===== src/rtl/aws_pkg.sv =====
// ----------------------------------------------------------------------------
// aws_pkg
// Types and constants shared by the anagram window search and its checker.
// ----------------------------------------------------------------------------
package aws_pkg;

    localparam int MAX_PATTERN = 256;
    localparam int ALPHABET    = 26;
    localparam int BINS        = ALPHABET + 1;

    localparam int LETTER_W = 5;
    localparam int BIN_W    = $clog2(BINS);
    localparam int PTR_W    = $clog2(MAX_PATTERN);
    localparam int LEN_W    = $clog2(MAX_PATTERN + 1);
    localparam int CNT_W    = $clog2(MAX_PATTERN) + 2;
    localparam int MIS_W    = $clog2(BINS + 1);

    localparam int FIFO_DEPTH = 4;
    localparam int FPTR_W     = $clog2(FIFO_DEPTH);
    localparam int FCNT_W     = $clog2(FIFO_DEPTH + 1);

    typedef enum logic [1:0] {
        FN_CLEAR   = 2'd0,
        FN_PATTERN = 2'd1,
        FN_TEXT    = 2'd2,
        FN_NOP     = 2'd3
    } t_func;

    typedef enum logic [1:0] {
        OP_NONE    = 2'd0,
        OP_CLEAR   = 2'd1,
        OP_PATTERN = 2'd2,
        OP_TEXT    = 2'd3
    } t_op;

    typedef struct packed {
        t_func               func;
        logic [LETTER_W-1:0] letter;
    } t_in_item;

    typedef struct packed {
        logic match;
        logic found;
        logic overflow;
    } t_out_item;

    typedef struct packed {
        t_op              kind;
        logic [BIN_W-1:0] bin;
        logic             leave;
        logic             add;
        logic             full;
        logic             ovf;
    } t_stage;

endpackage


===== src/rtl/anagram_window_search.sv =====
// ----------------------------------------------------------------------------
// anagram_window_search
// Streaming search for permutations of a loaded pattern in a text stream.
// ----------------------------------------------------------------------------
// The block accepts one item per cycle: clear, pattern letter, text letter or no-op.
// Each text letter yields one result, which the third stage writes into the
// result buffer. The rate comes from a three-stage read-modify-write loop:
// the history ring is read in the first stage, the two count memories are read
// in the second, and the third stage writes one entry into each count memory,
// with the previous write forwarded to the next item. Input ready drops only
// while the four-entry result buffer, counting results still in the pipeline,
// is full.
// ----------------------------------------------------------------------------
module anagram_window_search
    import aws_pkg::*;
(
    input  logic      i_clk,
    input  logic      i_rst_n,
    input  logic      i_in_valid,
    output logic      o_in_ready,
    input  t_in_item  i_in_data,
    output logic      o_out_valid,
    input  logic      i_out_ready,
    output t_out_item o_out_data
);

    logic [LEN_W-1:0] r_plen, n_plen;
    logic [LEN_W-1:0] r_filled, n_filled;
    logic [PTR_W-1:0] r_wptr, n_wptr;
    logic             r_ovf, n_ovf;
    t_stage           r_p1, n_p1, r_p2;
    logic [BIN_W-1:0] r_old_bin, r_p2_old;

    logic [BIN_W-1:0] r_ring_mem [MAX_PATTERN];
    logic [CNT_W-1:0] r_enter_mem [BINS];
    logic [CNT_W-1:0] r_leave_mem [BINS];
    logic             r_enter_vld [BINS];
    logic             r_leave_vld [BINS];

    logic [CNT_W-1:0] r_en_new_q, r_en_old_q, r_lv_new_q, r_lv_old_q;

    logic             r_fe_vld, r_fl_vld;
    logic [BIN_W-1:0] r_fe_addr, r_fl_addr;
    logic [CNT_W-1:0] r_fe_data, r_fl_data;

    logic [MIS_W-1:0] r_mis, n_mis, mis_mid;
    logic             r_found, n_found;

    t_out_item         r_fifo [FIFO_DEPTH];
    logic [FPTR_W-1:0] r_wr_ptr, r_rd_ptr;
    logic [FCNT_W-1:0] r_fcnt, credit;

    logic             accept, foreign, ring_we, pop, push, clr;
    logic [BIN_W-1:0] in_bin;
    logic [PTR_W-1:0] old_ptr;
    logic [CNT_W-1:0] en_new, en_old, lv_new, lv_old;
    logic [CNT_W-1:0] d_new, d_old, d_old_after, d_base;
    logic             enter_we, leave_we;
    logic [CNT_W-1:0] enter_wdata, leave_wdata;
    t_out_item        push_item;

    function automatic logic [CNT_W-1:0] pick(
        input logic [CNT_W-1:0] q,
        input logic             vld,
        input logic             hit,
        input logic [CNT_W-1:0] fwd
    );
        if (hit) begin
            return fwd;
        end else if (vld) begin
            return q;
        end
        return '0;
    endfunction

    function automatic logic [MIS_W-1:0] mis_step(
        input logic [MIS_W-1:0] mis,
        input logic [CNT_W-1:0] was,
        input logic [CNT_W-1:0] now
    );
        if (was != '0 && now == '0) begin
            return mis - MIS_W'(1);
        end else if (was == '0 && now != '0) begin
            return mis + MIS_W'(1);
        end
        return mis;
    endfunction

    assign credit = r_fcnt + FCNT_W'(r_p1.kind == OP_TEXT) + FCNT_W'(r_p2.kind == OP_TEXT);
    assign o_in_ready = (credit < FCNT_W'(FIFO_DEPTH));
    assign accept     = i_in_valid && o_in_ready;
    assign foreign    = !(i_in_data.letter < ALPHABET);
    assign in_bin     = foreign ? BIN_W'(ALPHABET) : BIN_W'(i_in_data.letter);

    always_comb begin
        if (LEN_W'(r_wptr) >= r_plen) begin
            old_ptr = PTR_W'(LEN_W'(r_wptr) - r_plen);
        end else begin
            old_ptr = PTR_W'(LEN_W'(r_wptr) + (LEN_W'(MAX_PATTERN) - r_plen));
        end
    end

    always_comb begin
        n_plen   = r_plen;
        n_filled = r_filled;
        n_wptr   = r_wptr;
        n_ovf    = r_ovf;
        n_p1     = '0;
        n_p1.kind = OP_NONE;
        n_p1.bin  = in_bin;
        ring_we  = 1'b0;
        if (accept) begin
            case (i_in_data.func)
                FN_CLEAR: begin
                    n_plen    = '0;
                    n_filled  = '0;
                    n_wptr    = '0;
                    n_ovf     = 1'b0;
                    n_p1.kind = OP_CLEAR;
                end
                FN_PATTERN: begin
                    if (!foreign) begin
                        if (r_plen >= LEN_W'(MAX_PATTERN)) begin
                            n_ovf = 1'b1;
                        end else begin
                            n_plen    = r_plen + LEN_W'(1);
                            n_p1.kind = OP_PATTERN;
                        end
                    end
                end
                FN_TEXT: begin
                    n_p1.kind = OP_TEXT;
                    ring_we   = 1'b1;
                    n_wptr    = (r_wptr == PTR_W'(MAX_PATTERN - 1)) ? '0 : r_wptr + PTR_W'(1);
                    if (r_plen != '0) begin
                        n_p1.add = 1'b1;
                        if (r_filled < r_plen) begin
                            n_filled = r_filled + LEN_W'(1);
                        end else begin
                            n_p1.leave = 1'b1;
                        end
                    end
                    n_p1.full = (n_filled == r_plen);
                    n_p1.ovf  = r_ovf;
                end
                default: begin
                end
            endcase
        end
    end

    always_ff @(posedge i_clk) begin
        if (!i_rst_n) begin
            r_plen   <= '0;
            r_filled <= '0;
            r_wptr   <= '0;
            r_ovf    <= 1'b0;
            r_p1     <= '0;
            r_p2     <= '0;
        end else begin
            r_plen   <= n_plen;
            r_filled <= n_filled;
            r_wptr   <= n_wptr;
            r_ovf    <= n_ovf;
            r_p1     <= n_p1;
            r_p2     <= r_p1;
        end
    end

    always_ff @(posedge i_clk) begin
        if (ring_we) begin
            r_ring_mem[r_wptr] <= in_bin;
        end
        r_old_bin <= r_ring_mem[old_ptr];
        r_p2_old  <= r_old_bin;
    end

    always_ff @(posedge i_clk) begin
        if (enter_we) begin
            r_enter_mem[r_p2.bin] <= enter_wdata;
        end
        r_en_new_q <= r_enter_mem[r_p1.bin];
        r_en_old_q <= r_enter_mem[r_old_bin];
    end

    always_ff @(posedge i_clk) begin
        if (leave_we) begin
            r_leave_mem[r_p2_old] <= leave_wdata;
        end
        r_lv_new_q <= r_leave_mem[r_p1.bin];
        r_lv_old_q <= r_leave_mem[r_old_bin];
    end

    always_comb begin
        en_new = pick(r_en_new_q, r_enter_vld[r_p2.bin],
                      r_fe_vld && r_fe_addr == r_p2.bin, r_fe_data);
        lv_new = pick(r_lv_new_q, r_leave_vld[r_p2.bin],
                      r_fl_vld && r_fl_addr == r_p2.bin, r_fl_data);
        en_old = pick(r_en_old_q, r_enter_vld[r_p2_old],
                      r_fe_vld && r_fe_addr == r_p2_old, r_fe_data);
        lv_old = pick(r_lv_old_q, r_leave_vld[r_p2_old],
                      r_fl_vld && r_fl_addr == r_p2_old, r_fl_data);
        d_new       = en_new - lv_new;
        d_old       = en_old - lv_old;
        d_old_after = d_old - CNT_W'(1);
        d_base      = (r_p2.leave && r_p2.bin == r_p2_old) ? d_old_after : d_new;

        n_mis       = r_mis;
        mis_mid     = r_mis;
        n_found     = r_found;
        enter_we    = 1'b0;
        enter_wdata = en_new + CNT_W'(1);
        leave_we    = 1'b0;
        leave_wdata = lv_old + CNT_W'(1);
        push        = 1'b0;
        push_item   = '0;
        clr         = 1'b0;
        case (r_p2.kind)
            OP_CLEAR: begin
                clr     = 1'b1;
                n_mis   = '0;
                n_found = 1'b0;
            end
            OP_PATTERN: begin
                enter_we    = 1'b1;
                enter_wdata = en_new - CNT_W'(1);
                n_mis       = mis_step(r_mis, d_new, d_new - CNT_W'(1));
            end
            OP_TEXT: begin
                if (r_p2.leave) begin
                    leave_we = 1'b1;
                    mis_mid  = mis_step(r_mis, d_old, d_old_after);
                end
                n_mis = mis_mid;
                if (r_p2.add) begin
                    enter_we = 1'b1;
                    n_mis    = mis_step(mis_mid, d_base, d_base + CNT_W'(1));
                end
                push               = 1'b1;
                push_item.match    = r_p2.full && (n_mis == '0);
                push_item.found    = r_found || push_item.match;
                push_item.overflow = r_p2.ovf;
                n_found            = push_item.found;
            end
            default: begin
            end
        endcase
    end

    always_ff @(posedge i_clk) begin
        if (!i_rst_n || clr) begin
            r_fe_vld <= 1'b0;
            r_fl_vld <= 1'b0;
            for (int i = 0; i < BINS; i++) begin
                r_enter_vld[i] <= 1'b0;
                r_leave_vld[i] <= 1'b0;
            end
        end else begin
            if (enter_we) begin
                r_fe_vld              <= 1'b1;
                r_enter_vld[r_p2.bin] <= 1'b1;
            end
            if (leave_we) begin
                r_fl_vld              <= 1'b1;
                r_leave_vld[r_p2_old] <= 1'b1;
            end
        end
    end

    always_ff @(posedge i_clk) begin
        if (enter_we) begin
            r_fe_addr <= r_p2.bin;
            r_fe_data <= enter_wdata;
        end
        if (leave_we) begin
            r_fl_addr <= r_p2_old;
            r_fl_data <= leave_wdata;
        end
    end

    always_ff @(posedge i_clk) begin
        if (!i_rst_n) begin
            r_mis   <= '0;
            r_found <= 1'b0;
        end else begin
            r_mis   <= n_mis;
            r_found <= n_found;
        end
    end

    assign pop         = o_out_valid && i_out_ready;
    assign o_out_valid = (r_fcnt != '0);
    assign o_out_data  = r_fifo[r_rd_ptr];

    always_ff @(posedge i_clk) begin
        if (push) begin
            r_fifo[r_wr_ptr] <= push_item;
        end
    end

    always_ff @(posedge i_clk) begin
        if (!i_rst_n) begin
            r_wr_ptr <= '0;
            r_rd_ptr <= '0;
            r_fcnt   <= '0;
        end else begin
            if (push) begin
                r_wr_ptr <= r_wr_ptr + FPTR_W'(1);
            end
            if (pop) begin
                r_rd_ptr <= r_rd_ptr + FPTR_W'(1);
            end
            r_fcnt <= r_fcnt + FCNT_W'(push) - FCNT_W'(pop);
        end
    end

endmodule


===== config.mk =====
export PLATFORM = sky130hd
export DESIGN_NAME = anagram_window_search
export DESIGN_NICKNAME = d
export VERILOG_FILES = /design/src/rtl/aws_pkg.sv /design/src/rtl/anagram_window_search.sv
export SDC_FILE = /design/constraint.sdc
export NUM_CORES = 2
export LEC_CHECK = 0
export BUFFER_PORTS_ARGS = -buffer_cell sky130_fd_sc_hd__clkbuf_2
export CORE_ASPECT_RATIO = 0.8
export CORE_MARGIN = 5
export CORE_UTILIZATION = 60
export CTS_BUF_LIST = sky130_fd_sc_hd__clkbuf_8 sky130_fd_sc_hd__clkbuf_16
export DETAILED_ROUTE_END_ITERATION = 6
export GPL_ROUTABILITY_DRIVEN = 0
export PLACE_DENSITY_LB_ADDON = 0.15
export SETUP_SLACK_MARGIN = 0.2
export SYNTH_ARGS = -nofsm -noshare
export SYNTH_HDL_FRONTEND = slang
export SYNTH_SLANG_ARGS = --single-unit

===== constraint.sdc =====
create_clock -name i_clk -period 34.4 [get_ports i_clk]
set_input_delay 1.72 -clock i_clk [delete_from_list [all_inputs] [get_ports i_clk]]
set_output_delay 1.72 -clock i_clk [all_outputs]
set_load 0.05 [all_outputs]

==> results.md <==
* Outcome: finished, final reports clean
* Post-Syn Instances at 4,637
* Kind of critical path: flop to flop
* Mapped cell area at 87,000 µm²
* Die height at 351 µm
* Post-CTS Resized at 0
* Startpoint types: flop
* Synth Register Bits at 2,042
* Worst-Margin Slew at 1290 ps
* Average size of a mapped cell at 18.8 µm²
* DIE AREA at 153,000 µm²
* Synth Warn # at 0
* Wire per inst at 29.7 µm
* Layout cells sized above 1 at 26.3%
* Yosys cell types at 76
* Ratio of routed vias to standard cells at 6.65
* CTS tree: built
* Max-cap violations at 0
* Largest net degree at the start of global routing at 147
* CP peak stage delay at 800 ps
* Placed Cells at 6,369
* WP data required at 35,070 ps
* Seq/Total Area, Yosys at 68.4%
* RSZ-0062 raised after global routing: false
* Max VDD drop at 0.0000643 V
* First-pass GRT wire length at 298 mm
* Final Cycle Share at 24.6%
* Pins over their slew limit at 0
* Vias in the first global route at 44,800
* # Post-CTS Setup Buffers at 0
* Initial antenna violation count at 5
* Hold crit path type: flop to flop
* Post-synth ARST share at 0%
* Hold_ws at 436 ps
* Syn nets at 4,720
* Area Overhead vs Synth at 10.2%
* IO buf count at 15
* Setup TNS at 0 ps
* Post-synth EDFFs at 1,862
* Fmax at 118 MHz
* Drt drc at 0
* DR pass1 iterations at 6
* Iter 0 DRT Violations at 5,393
* Final Hold Fails at 0
* Final nets at 4,739
* Worst-path clk slew at 60 ps
* TritonCTS buffer count at 190
* Total gr overflow at 0
* Slew HR at 13.9%
* Worst-case clock buffer depth at 3
* R2R Setup Slk at 25,950 ps
* FP Rows at 125
* Crit path DAT at 9120 ps
* Initial core utilization at 60.1%
* H-tree depth at 4
* Vias at 44,700
* Type of element capturing the critical path: flop
* Setup Viol. Count Final at 0
* DRT antenna net count at 0
* Post-CTS Hold Fix Bufs at 0
* Clock Skew at 31.6 ps
* Ys flop type: edfxtp_1
* Total core area at 145,000 µm²
* Top Ports at 16
* Crit path time final at 8450 ps
* Horiz. Die Dim at 436 µm
* Crit Path Max Fanout at 29
* Clk_lat worst skew at 830 ps
* Finished Layout Cells at 6,727
* LEAKAGE at 0.0303 µW
* DRT Wirelength at 200 mm
* Total track usage at 26.4%
* CTS Sinks at 2,042
* CP max stage cell: dfxtp_1
* Power Dens Cells at 61.1 nW/µm²
* CTS root buf: clkbuf_16
* Detail Placement HPWL at 120 mm
-- flip-flops by register name (all words and copies together), names as in the netlist, 11 cells and up, named ones only --
register and cells:
r_enter_vld 32, r_ring_mem 1280, r_leave_vld 32, r_enter_mem 270, r_fifo 12, r_leave_mem 270
r_p1 11, r_p2 11
-- stage by stage --
stage               util [%]  setup slack [ps]  instance area [µm²]  total power (µW)
floorplan                  -             20110                87000              3550
global route            66.2             25370                95800              6070
finish                  66.2             25950                95800              5850
detailed placement      61.8             26070                89500              3800
global placement        61.8             26200                89500              3790
CTS                     66.2             26040                95800              5890
-- where the power goes --
group | switching [µW] | leakage, µW | internal (µW)
clock network | 918 | 0.00327 | 1190
logic | 498 | 0.00881 | 426
registers | 65.0 | 0.0182 | 2760
total | 1480 | 0.0303 | 4370
-- cells in the final DEF, fill, tap and decap left out, types with 16 or more instances in the layout --
| master | count |
|---|---|
| clkinv_1 | 30 |
| nor4_1 | 18 |
| nor2_2 | 23 |
| mux4_2 | 714 |
| o21a_1 | 63 |
| nand2_1 | 159 |
| inv_1 | 103 |
| mux2i_1 | 170 |
| a21o_1 | 20 |
| and3_1 | 20 |
| nor2_1 | 373 |
| or2_2 | 26 |
| a21oi_1 | 47 |
| mux2_2 | 49 |
| nor3_1 | 29 |
| bufinv_16 | 16 |
| buf_4 | 100 |
| xnor2_2 | 16 |
| xor2_1 | 43 |
| edfxtp_1 | 1862 |
| nor2b_1 | 17 |
| and2_1 | 20 |
| nand3_1 | 28 |
| dfxtp_1 | 171 |
| ha_1 | 66 |
| clkinv_2 | 34 |
| o21ai_0 | 106 |
| xnor2_1 | 48 |
| clkbuf_16 | 196 |
-- final timing paths --
kind	from	end	cells past startpoint
max	r_p2_old[3]	r_fifo[2][1]	28
max reg2reg	r_p2_old[3]	r_fifo[2][1]	28
min	r_p1[3]	r_p2[3]	1
min reg2reg	r_p1[3]	r_p2[3]	1
-- per-layer routing --
layer	wire length (µm)	vias to the layer above	GRT usage [%]
li1	-	18900	-
met1	84000	23400	39.9
met2	94200	2090	40.7
met3	16300	325	4.70
met4	5380	0	7.51
met5	0	-	0
-- cell type report --
type	count	area, µm²
Clock inverter	148	1270
Clock buffer	208	5070
Inverter	56	210
Antenna cell	2	5.00
Multi-Input combinational cell	2248	26400
Tap cell	1905	2380
Timing Repair Buffer	118	903
Sequential cell	2042	59500
Fill cell	9347	48900
-- critical path: cells and delay by family, from the launching register on --
| kind | cells | cell delay, ps |
|---|---|---|
| AO/OA/AOI/OAI | 10 | 2190 |
| XOR/XNOR | 5 | 860 |
| flip-flops | 1 | 800 |
| buffers and inverters | 2 | 220 |
| AND/OR/NAND/NOR | 6 | 2860 |
| adder cells (fa/ha/maj) | 4 | 1210 |
| multiplexers | 1 | 150 |
-- cell usage after synthesis (6+ instances only) --
| master | n | area share (%) |
|---|---|---|
| edfxtp_1 | 1862 | 64 |
| mux4_2 | 714 | 18 |
| nor2_1 | 396 | 1.7 |
| clkbuf_1 | 215 | 0.93 |
| dfxtp_1 | 180 | 4.1 |
| mux2i_1 | 170 | 2.0 |
| nand2_1 | 164 | 0.71 |
| o21ai_0 | 106 | 0.61 |
| ha_1 | 67 | 0.96 |
| o21a_1 | 63 | 0.54 |
| xnor2_1 | 62 | 0.62 |
| inv_1 | 55 | 0.24 |
| buf_1 | 52 | 0.22 |
| a21oi_1 | 49 | 0.28 |
| mux2_2 | 49 | 0.63 |
| xor2_1 | 45 | 0.45 |
| nor3_1 | 37 | 0.21 |
| nand3_1 | 29 | 0.17 |
| or2_2 | 26 | 0.19 |
| and2_1 | 21 | 0.15 |
| a21o_1 | 20 | 0.17 |
| and3_1 | 20 | 0.14 |
| buf_2 | 19 | 0.11 |
| nor4_1 | 19 | 0.14 |
| nor2b_1 | 17 | 0.12 |
| o21bai_1 | 15 | 0.13 |
| nand4_1 | 14 | 0.10 |
| nand2b_1 | 12 | 0.086 |
| a31oi_1 | 11 | 0.079 |
| or3_1 | 9 | 0.065 |
| nand3b_1 | 8 | 0.069 |
| a21boi_0 | 7 | 0.060 |
| o221ai_1 | 6 | 0.060 |
| o22ai_1 | 6 | 0.043 |
| or4_1 | 6 | 0.052 |
-- logic make-up (layout without fill, tap and decap cells) --
kind of cell / count (synthesis) / after routing / share of synthesized area, %
mux: 937 / 937 / 21.2
compound gates: 325 / 325 / 2.40
flops: 2042 / 2042 / 68.4
other cells: 0 / 2 / 0
buf+inv: 347 / 530 / 1.56
simple gates: 805 / 805 / 4.22
fa+ha+maj: 72 / 72 / 1.08
xor+xnor: 109 / 109 / 1.11
Note: power is estimated with default switching activity, not from simulation.
